==> src/sv/ntr_pkg.sv <==
// ----------------------------------------------------------------------------
// ntr_pkg
// Shared constants, types and sequencer states of the tone record converter.
// ----------------------------------------------------------------------------
package ntr_pkg;

  localparam int unsigned TIME_BITS   = 32;
  localparam int unsigned MAX_CHUNKS  = 63;
  localparam int unsigned NOTE_W      = 7;
  localparam int unsigned BYTE_W      = 8;
  localparam int unsigned SHIFT_W     = 3;
  localparam int unsigned CFG_IDX_W   = 1;
  // 63 * 253 fits in 14 bits
  localparam int unsigned LIM_W       = 14;

  localparam logic [BYTE_W-1:0]    REST_CODE   = 8'hFE;
  localparam logic [BYTE_W-1:0]    END_CODE    = 8'h00;
  localparam logic [BYTE_W-1:0]    END_LENGTH  = 8'hFF;
  localparam logic [BYTE_W-1:0]    CHUNK_RESET = 8'd248;
  localparam logic [BYTE_W-1:0]    CHUNK_TOP   = 8'd253;
  localparam logic [SHIFT_W-1:0]   SHIFT_RESET = 3'd3;

  localparam logic [CFG_IDX_W-1:0] CFG_MAX_CHUNK  = 1'b0;
  localparam logic [CFG_IDX_W-1:0] CFG_TIME_SHIFT = 1'b1;

  typedef enum logic [2:0] {
    ST_IDLE,
    ST_DIFF,
    ST_SCALE,
    ST_CLIP,
    ST_EMIT,
    ST_TERM
  } state_e;

  typedef struct packed {
    logic [BYTE_W-1:0]  chunk;
    logic [SHIFT_W-1:0] shift;
  } cfg_t;

  typedef struct packed {
    logic [BYTE_W-1:0] tone_code;
    logic [BYTE_W-1:0] tone_length;
    logic              last_record;
    logic              clipped;
  } rec_t;

endpackage

==> src/sv/ntr_if.sv <==
// ----------------------------------------------------------------------------
// ntr_evt_if / ntr_rec_if
// Valid/ready channels for note events in and tone records out.
// ----------------------------------------------------------------------------
interface ntr_evt_if;
  logic                                valid;
  logic                                ready;
  logic                                cmd;
  logic [ntr_pkg::TIME_BITS-1:0]       event_time;
  logic                                is_note_on;
  logic [ntr_pkg::NOTE_W-1:0]          note_number;

  modport source (output valid, cmd, event_time, is_note_on, note_number, input ready);
  modport sink   (input valid, cmd, event_time, is_note_on, note_number, output ready);
endinterface

interface ntr_rec_if;
  logic                         valid;
  logic                         ready;
  logic [ntr_pkg::BYTE_W-1:0]   tone_code;
  logic [ntr_pkg::BYTE_W-1:0]   tone_length;
  logic                         last_record;
  logic                         clipped;

  modport source (output valid, tone_code, tone_length, last_record, clipped, input ready);
  modport sink   (input valid, tone_code, tone_length, last_record, clipped, output ready);
endinterface

==> src/sv/ntr_sub.sv <==
// ----------------------------------------------------------------------------
// ntr_sub
// Shared subtractor: difference and borrow, used for gaps, clip test and
// chunk peeling.
// ----------------------------------------------------------------------------
module ntr_sub (
  input  logic [ntr_pkg::TIME_BITS-1:0] a_i,
  input  logic [ntr_pkg::TIME_BITS-1:0] b_i,
  output logic [ntr_pkg::TIME_BITS-1:0] diff_o,
  output logic                          borrow_o
);

  logic [ntr_pkg::TIME_BITS:0] full;

  assign full     = {1'b0, a_i} - {1'b0, b_i};
  assign diff_o   = full[ntr_pkg::TIME_BITS-1:0];
  assign borrow_o = full[ntr_pkg::TIME_BITS];

endmodule

==> src/sv/ntr_cfg.sv <==
// ----------------------------------------------------------------------------
// ntr_cfg
// Configuration registers; chunk limit is clamped to 1..253 on the way out.
// ----------------------------------------------------------------------------
module ntr_cfg (
  input  logic                          clk_i,
  input  logic                          rst_ni,
  input  logic                          cfg_we_i,
  input  logic [ntr_pkg::CFG_IDX_W-1:0] cfg_idx_i,
  input  logic [ntr_pkg::BYTE_W-1:0]    cfg_data_i,
  output ntr_pkg::cfg_t                 cfg_o
);

  logic [ntr_pkg::BYTE_W-1:0]  chunk_q;
  logic [ntr_pkg::SHIFT_W-1:0] shift_q;

  always_ff @(posedge clk_i or negedge rst_ni) begin
    if (!rst_ni) begin
      chunk_q <= ntr_pkg::CHUNK_RESET;
      shift_q <= ntr_pkg::SHIFT_RESET;
    end else if (cfg_we_i) begin
      case (cfg_idx_i)
        ntr_pkg::CFG_MAX_CHUNK:  chunk_q <= cfg_data_i;
        ntr_pkg::CFG_TIME_SHIFT: shift_q <= cfg_data_i[ntr_pkg::SHIFT_W-1:0];
        default: ;
      endcase
    end
  end

  always_comb begin
    cfg_o.shift = shift_q;
    if (chunk_q == '0) begin
      cfg_o.chunk = 8'd1;
    end else if (chunk_q > ntr_pkg::CHUNK_TOP) begin
      cfg_o.chunk = ntr_pkg::CHUNK_TOP;
    end else begin
      cfg_o.chunk = chunk_q;
    end
  end

endmodule

==> src/sv/note_event_to_tone_records.sv <==
// ----------------------------------------------------------------------------
// note_event_to_tone_records
// Chord-merging note event to tone record converter with a shared
// subtractor under a small sequencer.
// ----------------------------------------------------------------------------
//  channel  dir  handshake             payload
//  evt      in   evt.valid/evt.ready   cmd, event_time, is_note_on, note_number
//  rec      out  rec.valid/rec.ready   tone_code, tone_length, last_record, clipped
//  cfg      in   cfg_we_i              cfg_idx_i, cfg_data_i
//
//  An event that only merges or becomes held never leaves ST_IDLE. A release
//  passes ST_IDLE (accept), ST_DIFF (gap), ST_SCALE, ST_CLIP (clip test), then
//  ST_EMIT, one record per chunk and one pass more when the duration is zero or
//  ends on a full chunk; ST_TERM adds the terminator at end of stream. The shared
//  subtractor sets this order. Records leave through one output register; a stall
//  on rec holds the sequencer. No clearing pass after reset.
// ----------------------------------------------------------------------------
module note_event_to_tone_records (
  input  logic                          clk_i,
  input  logic                          rst_ni,
  ntr_evt_if.sink                       evt,
  ntr_rec_if.source                     rec,
  input  logic                          cfg_we_i,
  input  logic [ntr_pkg::CFG_IDX_W-1:0] cfg_idx_i,
  input  logic [ntr_pkg::BYTE_W-1:0]    cfg_data_i
);

  localparam int unsigned TW = ntr_pkg::TIME_BITS;

  ntr_pkg::cfg_t   cfg;
  ntr_pkg::state_e state_q, state_d;

  logic                          held_vld_q, held_vld_d;
  logic [TW-1:0]                 held_time_q, held_time_d;
  logic                          held_on_q, held_on_d;
  logic [ntr_pkg::NOTE_W-1:0]    held_note_q, held_note_d;
  logic [TW-1:0]                 start_q, start_d;
  logic [TW-1:0]                 end_q, end_d;

  logic [TW-1:0]                 a_q, a_d;
  logic [TW-1:0]                 b_q, b_d;
  logic [ntr_pkg::BYTE_W-1:0]    code_q, code_d;
  logic                          term_q, term_d;
  logic                          clip_q, clip_d;

  ntr_pkg::rec_t                 rec_q, rec_d;
  logic                          rec_vld_q, rec_vld_d;

  logic [TW-1:0]                 sub_a, sub_b, sub_diff;
  logic                          sub_borrow;
  logic [TW-1:0]                 lim;
  logic [TW-1:0]                 pre_shift;
  logic                          out_free;
  logic                          accept;
  logic                          merge;

  ntr_cfg u_cfg (
    .clk_i      (clk_i),
    .rst_ni     (rst_ni),
    .cfg_we_i   (cfg_we_i),
    .cfg_idx_i  (cfg_idx_i),
    .cfg_data_i (cfg_data_i),
    .cfg_o      (cfg)
  );

  ntr_sub u_sub (
    .a_i      (sub_a),
    .b_i      (sub_b),
    .diff_o   (sub_diff),
    .borrow_o (sub_borrow)
  );

  assign lim       = TW'(ntr_pkg::MAX_CHUNKS) * TW'(cfg.chunk);
  assign pre_shift = a_q >> (cfg.shift - 3'd1);
  assign out_free  = !rec_vld_q || rec.ready;
  assign evt.ready = (state_q == ntr_pkg::ST_IDLE);
  assign accept    = evt.valid && evt.ready;
  assign merge     = held_vld_q && (held_time_q == evt.event_time) &&
                     (held_on_q == evt.is_note_on);

  assign rec.valid       = rec_vld_q;
  assign rec.tone_code   = rec_q.tone_code;
  assign rec.tone_length = rec_q.tone_length;
  assign rec.last_record = rec_q.last_record;
  assign rec.clipped     = rec_q.clipped;

  always_comb begin
    case (state_q)
      ntr_pkg::ST_CLIP: begin
        sub_a = lim;
        sub_b = a_q;
      end
      ntr_pkg::ST_EMIT: begin
        sub_a = a_q;
        sub_b = {{(TW-ntr_pkg::BYTE_W){1'b0}}, cfg.chunk};
      end
      default: begin
        sub_a = a_q;
        sub_b = b_q;
      end
    endcase
  end

  always_comb begin
    state_d     = state_q;
    held_vld_d  = held_vld_q;
    held_time_d = held_time_q;
    held_on_d   = held_on_q;
    held_note_d = held_note_q;
    start_d     = start_q;
    end_d       = end_q;
    a_d         = a_q;
    b_d         = b_q;
    code_d      = code_q;
    term_d      = term_q;
    clip_d      = clip_q;
    rec_d       = rec_q;
    rec_vld_d   = rec_vld_q && !rec.ready;

    case (state_q)
      ntr_pkg::ST_IDLE: begin
        if (accept) begin
          if (!evt.cmd && merge) begin
            if (evt.note_number < held_note_q) begin
              held_note_d = evt.note_number;
            end
          end else begin
            term_d = evt.cmd;
            a_d    = held_time_q;
            if (held_on_q) begin
              b_d     = end_q;
              code_d  = ntr_pkg::REST_CODE;
              start_d = held_time_q;
            end else begin
              b_d    = start_q;
              code_d = {1'b0, held_note_q};
              end_d  = held_time_q;
            end
            if (held_vld_q) begin
              state_d = ntr_pkg::ST_DIFF;
            end else if (evt.cmd) begin
              state_d = ntr_pkg::ST_TERM;
            end
            if (evt.cmd) begin
              held_vld_d  = 1'b0;
              held_time_d = '0;
              held_on_d   = 1'b0;
              held_note_d = '0;
              start_d     = '0;
              end_d       = '0;
            end else begin
              held_vld_d  = 1'b1;
              held_time_d = evt.event_time;
              held_on_d   = evt.is_note_on;
              held_note_d = evt.note_number;
            end
          end
        end
      end
      ntr_pkg::ST_DIFF: begin
        a_d     = sub_borrow ? '0 : sub_diff;
        state_d = ntr_pkg::ST_SCALE;
      end
      ntr_pkg::ST_SCALE: begin
        if (cfg.shift != '0) begin
          a_d = (pre_shift >> 1) + {{(TW-1){1'b0}}, pre_shift[0]};
        end
        state_d = ntr_pkg::ST_CLIP;
      end
      ntr_pkg::ST_CLIP: begin
        // borrow: units exceed MAX_CHUNKS full chunks
        clip_d = sub_borrow;
        if (sub_borrow) begin
          a_d = lim;
        end
        state_d = ntr_pkg::ST_EMIT;
      end
      ntr_pkg::ST_EMIT: begin
        if (out_free) begin
          if (!sub_borrow) begin
            rec_vld_d         = 1'b1;
            rec_d.tone_code   = code_q;
            rec_d.tone_length = cfg.chunk;
            rec_d.last_record = (sub_diff == '0) && !term_q;
            rec_d.clipped     = clip_q;
            a_d               = sub_diff;
          end else begin
            if (a_q != '0) begin
              rec_vld_d         = 1'b1;
              rec_d.tone_code   = code_q;
              rec_d.tone_length = a_q[ntr_pkg::BYTE_W-1:0];
              rec_d.last_record = !term_q;
              rec_d.clipped     = clip_q;
            end
            state_d = term_q ? ntr_pkg::ST_TERM : ntr_pkg::ST_IDLE;
          end
        end
      end
      ntr_pkg::ST_TERM: begin
        if (out_free) begin
          rec_vld_d         = 1'b1;
          rec_d.tone_code   = ntr_pkg::END_CODE;
          rec_d.tone_length = ntr_pkg::END_LENGTH;
          rec_d.last_record = 1'b1;
          rec_d.clipped     = 1'b0;
          state_d           = ntr_pkg::ST_IDLE;
        end
      end
      default: begin
        state_d = ntr_pkg::ST_IDLE;
      end
    endcase
  end

  always_ff @(posedge clk_i or negedge rst_ni) begin
    if (!rst_ni) begin
      state_q     <= ntr_pkg::ST_IDLE;
      held_vld_q  <= 1'b0;
      held_time_q <= '0;
      held_on_q   <= 1'b0;
      held_note_q <= '0;
      start_q     <= '0;
      end_q       <= '0;
      term_q      <= 1'b0;
      clip_q      <= 1'b0;
      rec_vld_q   <= 1'b0;
    end else begin
      state_q     <= state_d;
      held_vld_q  <= held_vld_d;
      held_time_q <= held_time_d;
      held_on_q   <= held_on_d;
      held_note_q <= held_note_d;
      start_q     <= start_d;
      end_q       <= end_d;
      term_q      <= term_d;
      clip_q      <= clip_d;
      rec_vld_q   <= rec_vld_d;
    end
  end

  always_ff @(posedge clk_i) begin
    a_q    <= a_d;
    b_q    <= b_d;
    code_q <= code_d;
    rec_q  <= rec_d;
  end

  // busy sequencer never takes a beat
  a_busy_no_ready : assert property (@(posedge clk_i) disable iff (!rst_ni)
    (state_q != ntr_pkg::ST_IDLE) |-> !evt.ready)
    else $error("evt ready while sequencer busy");

  // remaining duration is bounded by the clip limit while peeling chunks
  a_emit_bound : assert property (@(posedge clk_i) disable iff (!rst_ni)
    (state_q == ntr_pkg::ST_EMIT) |-> (a_q[TW-1:ntr_pkg::LIM_W] == '0))
    else $error("chunk remainder above limit");

  // clipped records always carry a full chunk
  a_clip_full : assert property (@(posedge clk_i) disable iff (!rst_ni)
    (rec_vld_q && rec_q.clipped) |-> (rec_q.tone_length == cfg.chunk))
    else $error("clipped record shorter than chunk");

  // terminator is the last beat of its item and never clipped
  a_term_last : assert property (@(posedge clk_i) disable iff (!rst_ni)
    (state_q == ntr_pkg::ST_TERM && out_free) |=>
      (rec_vld_q && rec_q.last_record && !rec_q.clipped))
    else $error("terminator not marked last");

endmodule

==> src/flat_wrapper.sv <==
// flat-port wrapper written by rule: the top's interface ports become plain ports
module note_event_to_tone_records_flat 
  (clk_i, rst_ni, cfg_we_i, cfg_idx_i, cfg_data_i, evt_valid, evt_cmd, evt_event_time, evt_is_note_on, evt_note_number, evt_ready, rec_valid, rec_tone_code, rec_tone_length, rec_last_record, rec_clipped, rec_ready);
  ntr_evt_if evt_i ();
  ntr_rec_if rec_i ();
  input  logic clk_i;
  input  logic rst_ni;
  input  logic cfg_we_i;
  input  logic [ntr_pkg::CFG_IDX_W-1:0] cfg_idx_i;
  input  logic [ntr_pkg::BYTE_W-1:0] cfg_data_i;
  input wire logic [$bits(evt_i.valid)-1:0] evt_valid;
  input wire logic [$bits(evt_i.cmd)-1:0] evt_cmd;
  input wire logic [$bits(evt_i.event_time)-1:0] evt_event_time;
  input wire logic [$bits(evt_i.is_note_on)-1:0] evt_is_note_on;
  input wire logic [$bits(evt_i.note_number)-1:0] evt_note_number;
  output wire logic [$bits(evt_i.ready)-1:0] evt_ready;
  output wire logic [$bits(rec_i.valid)-1:0] rec_valid;
  output wire logic [$bits(rec_i.tone_code)-1:0] rec_tone_code;
  output wire logic [$bits(rec_i.tone_length)-1:0] rec_tone_length;
  output wire logic [$bits(rec_i.last_record)-1:0] rec_last_record;
  output wire logic [$bits(rec_i.clipped)-1:0] rec_clipped;
  input wire logic [$bits(rec_i.ready)-1:0] rec_ready;
  assign evt_i.valid = evt_valid;
  assign evt_i.cmd = evt_cmd;
  assign evt_i.event_time = evt_event_time;
  assign evt_i.is_note_on = evt_is_note_on;
  assign evt_i.note_number = evt_note_number;
  assign evt_ready = evt_i.ready;
  assign rec_valid = rec_i.valid;
  assign rec_tone_code = rec_i.tone_code;
  assign rec_tone_length = rec_i.tone_length;
  assign rec_last_record = rec_i.last_record;
  assign rec_clipped = rec_i.clipped;
  assign rec_i.ready = rec_ready;
  note_event_to_tone_records u_core (.clk_i(clk_i), .rst_ni(rst_ni), .evt(evt_i), .rec(rec_i), .cfg_we_i(cfg_we_i), .cfg_idx_i(cfg_idx_i), .cfg_data_i(cfg_data_i));
endmodule
==> config.mk <==
export PLATFORM = sky130hd
export DESIGN_NAME = note_event_to_tone_records_flat
export DESIGN_NICKNAME = d
export VERILOG_FILES = /design/src/sv/ntr_pkg.sv /design/src/sv/ntr_if.sv /design/src/sv/ntr_sub.sv /design/src/sv/ntr_cfg.sv /design/src/sv/note_event_to_tone_records.sv /design/src/flat_wrapper.sv
export SDC_FILE = /design/constraint.sdc
export NUM_CORES = 1
export LEC_CHECK = 0
export BUFFER_PORTS_ARGS = -buffer_cell sky130_fd_sc_hd__buf_4
export CELL_PAD_IN_SITES_DETAIL_PLACEMENT = 1
export CELL_PAD_IN_SITES_GLOBAL_PLACEMENT = 1
export CORE_UTILIZATION = 45
export DETAILED_ROUTE_END_ITERATION = 6
export MAX_ROUTING_LAYER = met4
export PLACE_DENSITY_LB_ADDON = 0.1
export SYNTH_ARGS = -nofsm -noshare
export SYNTH_HDL_FRONTEND = slang
export SYNTH_SLANG_ARGS = --single-unit
export TNS_END_PERCENT = 5
==> constraint.sdc <==
create_clock -name clk_i -period 7.3 [get_ports clk_i]
set_input_delay 0.365 -clock clk_i [delete_from_list [all_inputs] [get_ports clk_i]]
set_output_delay 0.365 -clock clk_i [all_outputs]
set_load 0.01 [all_outputs]
### Yosys cells after proc, flatten, opt, wreduce, memory -nomap -nowiden

Index checks and enable logic that the tools add are counted.

* add/subtract/negate cells: 3
* $mul: 1
* magnitude comparators: 2
* eq/ne operators: 19
* shift operators: 1
* mux-type cells: 43
* bitwise gates (word level): 2
* reductions and logical operators: 28

Operators with widths (count)
* 32-bit two-way mux: 14
* 32-bit case mux with 5 select lines: 1
* 18-bit two-way mux: 4
* 32-bit case mux with 2 select lines: 1
* 18-bit case mux with 2 select lines: 1
* 32-bit by 32-bit subtractor with 33-bit output: 1
* 31-bit by 1-bit adder with 32-bit output: 1
* 32-bit == test: 1
* 32-bit logical NOT: 1
* 32-bit nonzero test: 1
* 32-bit by 3-bit right shift with 32-bit output: 1
* 3-bit two-way mux: 8
* 8-bit two-way mux: 3
* 7-bit two-way mux: 3
* 3-bit case mux with 6 select lines: 1
* 6-bit by 8-bit multiplier with 14-bit output, first input constant: 1
* 2-bit != test, second input constant: 7
* 4-bit AND reduction: 3
* 8-bit greater-than comparator, second input constant: 1
* 8-bit logical NOT: 1
* 7-bit less-than comparator: 1
* 7-bit AND reduction: 1
* 3-bit by 2-bit == test with 1-bit output, second input constant: 2
* 3-bit == test, second input constant: 2
* 19 further kinds: 38

* flip-flop bits (word level): 212
* bits of input ports: 55
* output and inout port bits: 20
* word-level logic and storage cells: 119

### Longest topological paths before layout

* word-level depth: 11
* depth in mapped cells: 28
* depth with buffers taken out: 27

### Hierarchy

A second synthesis with hierarchy kept.

* cells, all modules: 1618
* area total of the unflattened synthesis: 15631.2 µm²

By module, submodules not included
* note_event_to_tone_records: times used 1, cells each 1279, area an instance 13151.4 µm², seq. area each 5480.3 µm²
* ntr_sub: times used 1, cells each 301, area an instance 1979.4 µm², seq. area each 0.0 µm²
* ntr_cfg: times used 1, cells each 38, area an instance 500.5 µm², seq. area each 284.0 µm²

### Least setup slack after synthesis

No wires, ideal clock.

* kind: reg2reg
* start point: register u_core.u_cfg.chunk_q[6] in the netlist's numbering
* end point: register u_core.rec_q (netlist bit u_core.rec.clipped) (enable)
* library setup time: 0.395 ns
* arrival time: 7.012 ns
* required time: 6.905 ns
* setup slack: -0.107 ns
* cell stages (with the launch flop): 27
* buffers on the path: 1
* period minus slack after synthesis: 7.407 ns
* path through: dfstp_2 > inv_1 > nor4_1 > a211o_1 > fa_1 > fa_1 > inv_1 > fa_1 > inv_1 > ha_1 > a21oi_1 > o21ai_0 > a2111o_1 > a41o_1 > a21oi_1 > xor2_1 > o21ai_0 > ha_1 > clkbuf_1 > nand4_1 > nor2_1 > o31ai_1 > a21oi_2 > nor4b_4 > o21bai_2 > o311ai_0 > nor2b_1

* cells in the longest elaborated chain, start to end: 8
* elaborated cells between the ends (all ways): 10
* those cells by class: add/sub (1); mul (1); order compare (1); eq/ne (1); mux (4); reduce/logical (2)

RTL lines
* from (decl): line ntr_cfg.sv:14 `logic [ntr_pkg::BYTE_W-1:0] chunk_q;`
* from (signal assigned): line ntr_cfg.sv:19 `chunk_q <= ntr_pkg::CHUNK_RESET;`
* from (signal assigned): line ntr_cfg.sv:23 `ntr_pkg::CFG_MAX_CHUNK: chunk_q <= cfg_data_i;`
* 8-bit greater-than comparator: line ntr_cfg.sv:34 `end else if (chunk_q > ntr_pkg::CHUNK_TOP) begin`
* 8-bit two-way mux: line ntr_cfg.sv:34
* 8-bit two-way mux (*): line ntr_cfg.sv:32 `if (chunk_q == '0) begin`
* 6-bit by 8-bit multiplier with 14-bit output: line note_event_to_tone_records.sv:73 `assign lim = TW'(ntr_pkg::MAX_CHUNKS) * TW'(cfg.chunk);`
* 32-bit two-way mux: line note_event_to_tone_records.sv:88 `case (state_q)`
* 32-bit by 32-bit subtractor with 33-bit output (*): line ntr_sub.sv:15 `assign full = {1'b0, a_i} - {1'b0, b_i};`
* 3-bit by 2-bit != test with 1-bit output (no line) (*)
* 4-bit AND reduction (no line) (*)
* to (signal assigned): line note_event_to_tone_records.sv:245 `rec_q <= rec_d;`
* to (decl): line note_event_to_tone_records.sv:46 `ntr_pkg::rec_t rec_q, rec_d;`

Mark *: on every way between the ends. The rest lies on a longest branch, timed or not.
A chain may end at the register's enable or synchronous reset.

### Final worst setup path

* start point: register u_core.u_cfg.chunk_q[3] in the netlist's numbering
* end point: register u_core.rec_q (netlist bit u_core.rec.last_record), data pin

* cells in the longest elaborated chain, start to end: 11
* elaborated cells between the ends (all ways): 13
* those cells by class: add/sub (1); mul (1); order compare (1); mux (7); reduce/logical (3)

RTL lines
* 8-bit greater-than comparator: line ntr_cfg.sv:34
* 8-bit two-way mux: line ntr_cfg.sv:34
* 8-bit two-way mux (*): line ntr_cfg.sv:32
* 6-bit by 8-bit multiplier with 14-bit output: line note_event_to_tone_records.sv:73
* 32-bit two-way mux: line note_event_to_tone_records.sv:88
* 32-bit by 32-bit subtractor with 33-bit output (*): line ntr_sub.sv:15
* 32-bit logical NOT: line note_event_to_tone_records.sv:184 `rec_d.last_record = (sub_diff == '0) && !term_q;`
* 1-bit logical AND: line note_event_to_tone_records.sv:184
* 18-bit two-way mux (*): line note_event_to_tone_records.sv:180 `if (!sub_borrow) begin`
* 18-bit two-way mux (*): line note_event_to_tone_records.sv:179 `if (out_free) begin`
* 18-bit case mux with 2 select lines (*): line note_event_to_tone_records.sv:120 `case (state_q)`

Mark *: on every way between the ends. The rest lies on a longest branch, timed or not. The select of a mux whose other input is x is not followed.

==> results.py <==
metrics = {
    "logic_synthesis": {
        "synth_top_family_by_area": "compound AO/OA/AOI/OAI gates",
        "yosysUniqueCellTypes": 99,
        "yosysSeqAreaShare_pct": 36.8,
        "synth_compound_area_share_pct": 17.8,
        "synth_top_cell_by_area": "dfrtp_1",
        "ys_ff_latch": 212,
        "synth_edf_count": 90,
        "synthAdderAreaFrac_pct": 7.67,
        "synth.avg_cell_area_um2": 9.54,
        "synthSimpleGateAreaFrac_pct": 17.2,
        "syn_area_um2": 15700,
        "yosys.area_share.xor_xnor_pct": 5.08,
        "synth_top_cell_area_share_pct": 18.4,
        "synth.net_count": 1781,
        "ys_warn_count": 0,
        "yosys_most_used_dff": "dfrtp_1",
        "synth_async_sr_flop_share_pct": 57.5,
        "syn_inst": 1642,
        "yosys-top-cells-area": "dfrtp_1 (18%), edfxtp_1 (17%), o21ai_0 (5.3%), ha_1 (5.1%), nand2_1 (4.7%)",
        "muxShareOfSynthArea_pct": 9.79,
    },
    "worst_setup_path": {
        "r2r_start": "u_core.u_cfg.chunk_q[3]$_DFFE_PN1P_",
        "r2r_end": "u_core.rec.last_record$_SDFFCE_PP1P_",
        "crit_path_max_incr_delay_ps": 570,
        "end_kind": "register",
        "r2r_cells": 28,
        "critPathCapture": "u_core.rec.last_record$_SDFFCE_PP1P_",
        "start_kind": "register",
        "crit_arrival_ps": 7520,
        "crit_type": "register to register",
        "path_delay_family": "adder cells",
        "critPathLaunch": "u_core.u_cfg.chunk_q[3]$_DFFE_PN1P_",
        "r2r_setup_slack_ps": 170,
        "worst-path-max-fanout": 6,
        "path_buf_inv": 3,
        "cp.required_ps": 7690,
        "crit_cells": 28,
        "slowest_stage": "or4_4",
    },
    "placed_design": {
        "io_buffers": 74,
        "hpwl_mm": 40.8,
        "place_congestion": 0.928,
        "dpl_cell_area_um2": 16800,
    },
    "cts": {
        "h-tree-depth": 1,
        "path_clk_slew_ps": 60,
        "cts_tree": "done",
        "clockRootBuffer": "clkbuf_16",
        "cts_made_buffers": 26,
        "clkLatencyLatePin_ps": 550,
        "clock-sinks": 212,
        "clk_path_buf_depth": 3,
    },
    "timing": {
        "fin_skew_ps": 17.3,
        "setup_tns_ps": 0,
        "worstMarginPinSlew_ps": 1200,
        "slew_headroom_pct": 19.3,
        "rsz0062_at_grt": "yes",
        "max_clock_freq_mhz": 140,
        "finalCritPeriodShare_pct": 97.7,
        "hold_viol": 0,
        "period_minus_slack_ps": 7130,
        "finalMaxSlewViolations": 0,
        "setup_viol": 0,
    },
    "route": {
        "drt_wl_total_mm": 54.2,
        "vias": 13400,
        "drc": 0,
        "wl_per_cell_um": 24.9,
        "dr.pass1.iters": 5,
        "drt.antenna.violating_nets": 0,
        "drt-initial-drc-count": 857,
        "via_per_inst": 6.16,
    },
    "floorplan": {
        "start_util_pct": 46.2,
        "ios": 75,
        "die_w_um": 189,
        "core_area_um2": 33900,
        "row_count": 67,
        "die-area_um2": 35600,
        "dieHeight_um": 189,
    },
    "global_routing": {
        "grt-ovfl-total": 0,
        "grt_pass1_wl_mm": 82.4,
        "grt_usage_pct": 31.5,
        "grt_max_degree": 65,
        "antenna_found_initial": 2,
        "first_global_vias": 13600,
    },
    "layout": {
        "nNetsFinal": 1853,
        "fin_area_um2": 17900,
        "layout_commonest_cell": "nand2_1",
        "syn_to_final_growth_pct": 14.3,
        "drive_gt1_share_pct": 17.5,
        "final_cell_mix": "nand2_1 (196), o21ai_0 (162), buf_4 (138)",
    },
    "run_status": {
        "status": "finished, final reports clean",
    },
    "job": {
        "drv_cap": 0,
    },
    "min_path": {
        "hp-class": "input pin to register",
    },
}
==> synth_stat cells, drive strengths merged (16+ instances only) <==
library cell  instances
nand2b               47
a21oi                64
nor4                 23
mux2                 42
mux2i                39
dfrtp               115
buf                  23
fa                   20
a21o                 18
xnor2                27
clkbuf               78
nand2               197
a22oi                47
and2                 37
o22ai                16
nor3                 23
nand4                18
inv                  93
o21ai               171
mux4                 27
nand3b               36
ha                   64
nor2                 61
xor2                 63
edfxtp               90
nand3                30
==> layer usage <==
| metal | global-route usage, % | vias to the layer above | part of all wire (%) |
|---|---|---|---|
| met3 | 7.86 | 77 | 8.7 |
| met1 | 43.8 | 6768 | 45 |
| li1 | - | 6118 | - |
| met4 | 6.70 | 0 | 2.2 |
| met2 | 46.1 | 471 | 44 |
| met5 | - | - | 0 |
==> state kept, by name (all words and copies together) (netlist names), 3 cells and up <==
signal	flops
u_core.u_cfg.chunk_q	8
u_core.b_q	32
u_core.start_q	32
u_core.u_cfg.shift_q	3
u_core.held_note_q	7
u_core.held_time_q	32
u_core.end_q	32
u_core.state_q	3
u_core.a_q	32
u_core.rec.tone_code	8
u_core.rec.tone_length	8
u_core.code_q	8
==> cells by family after synthesis <==
| group | Yosys count |
|---|---|
| AND/OR/NAND/NOR | 523 |
| AO/OA/AOI/OAI | 429 |
| flip-flops | 212 |
| buffers and inverters | 196 |
| multiplexers | 108 |
| XOR/XNOR | 90 |
| adder cells (fa/ha/maj) | 84 |
==> worst min-delay path: stages <==
cell	delay (ps)
buf_4	80
nand2_1	30
o21ai_0	60
==> timing repair <==
action | in CTS | in global routing
gates cloned | 0 | 1
setup endpoints to repair | 34 | 91
pin swaps | 0 | 13
gates resized for setup | 3 | 27
buffers inserted | 0 | 9
hold buffers | 1 | 0
endpoints found under the hold margin | 56 | 0
==> cell type report <==
| class | count | area [um^2] |
|---|---|---|
| fillers | 3867 | 16000 |
| multi-input cells | 1234 | 9190 |
| flip-flops and latches | 212 | 5760 |
| repair buffers | 145 | 1150 |
| clock buffers | 34 | 753 |
| well taps | 448 | 561 |
| inverters | 95 | 357 |
| clock inverters | 13 | 131 |
| diodes | 1 | 2.50 |
==> metrics by stage <==
step / setup WS (ps) / util [%] / hold WS, ps / std cells
after floorplan: -78.9 / - / 69.4 / 1642
after global placement: 71.0 / 49.5 / 407 / 2123
after detailed placement: -43.9 / 49.5 / 421 / 2123
after CTS: 17.2 / 52.2 / 20.3 / 2171
after global routing: -168 / 52.9 / 58.4 / 2182
final: 171 / 52.9 / 30.9 / 2182
==> how the worst min path moves through the flow <==
stage | from | endpoint | slack [ps] | cells past startpoint
floorplan | rst_ni | u_core.clip_q$_DFFE_PN0P_ | 70 | 0
detailed placement | rst_ni | u_core.end_q[5]$_DFFE_PN0P_ | 420 | 1
CTS | cfg_data_i[3] | u_core.u_cfg.chunk_q[3]$_DFFE_PN1P_ | 20 | 3
finish | cfg_data_i[3] | u_core.u_cfg.chunk_q[3]$_DFFE_PN1P_ | 30 | 3
global placement | rst_ni | u_core.start_q[5]$_DFFE_PN0P_ | 410 | 1
global route | cfg_data_i[0] | u_core.u_cfg.chunk_q[0]$_DFFE_PN0P_ | 60 | 2
Power is left out: the tool's default activity adds up to more than one toggle a clock period on the data nets, which glitch-free logic cannot reach.
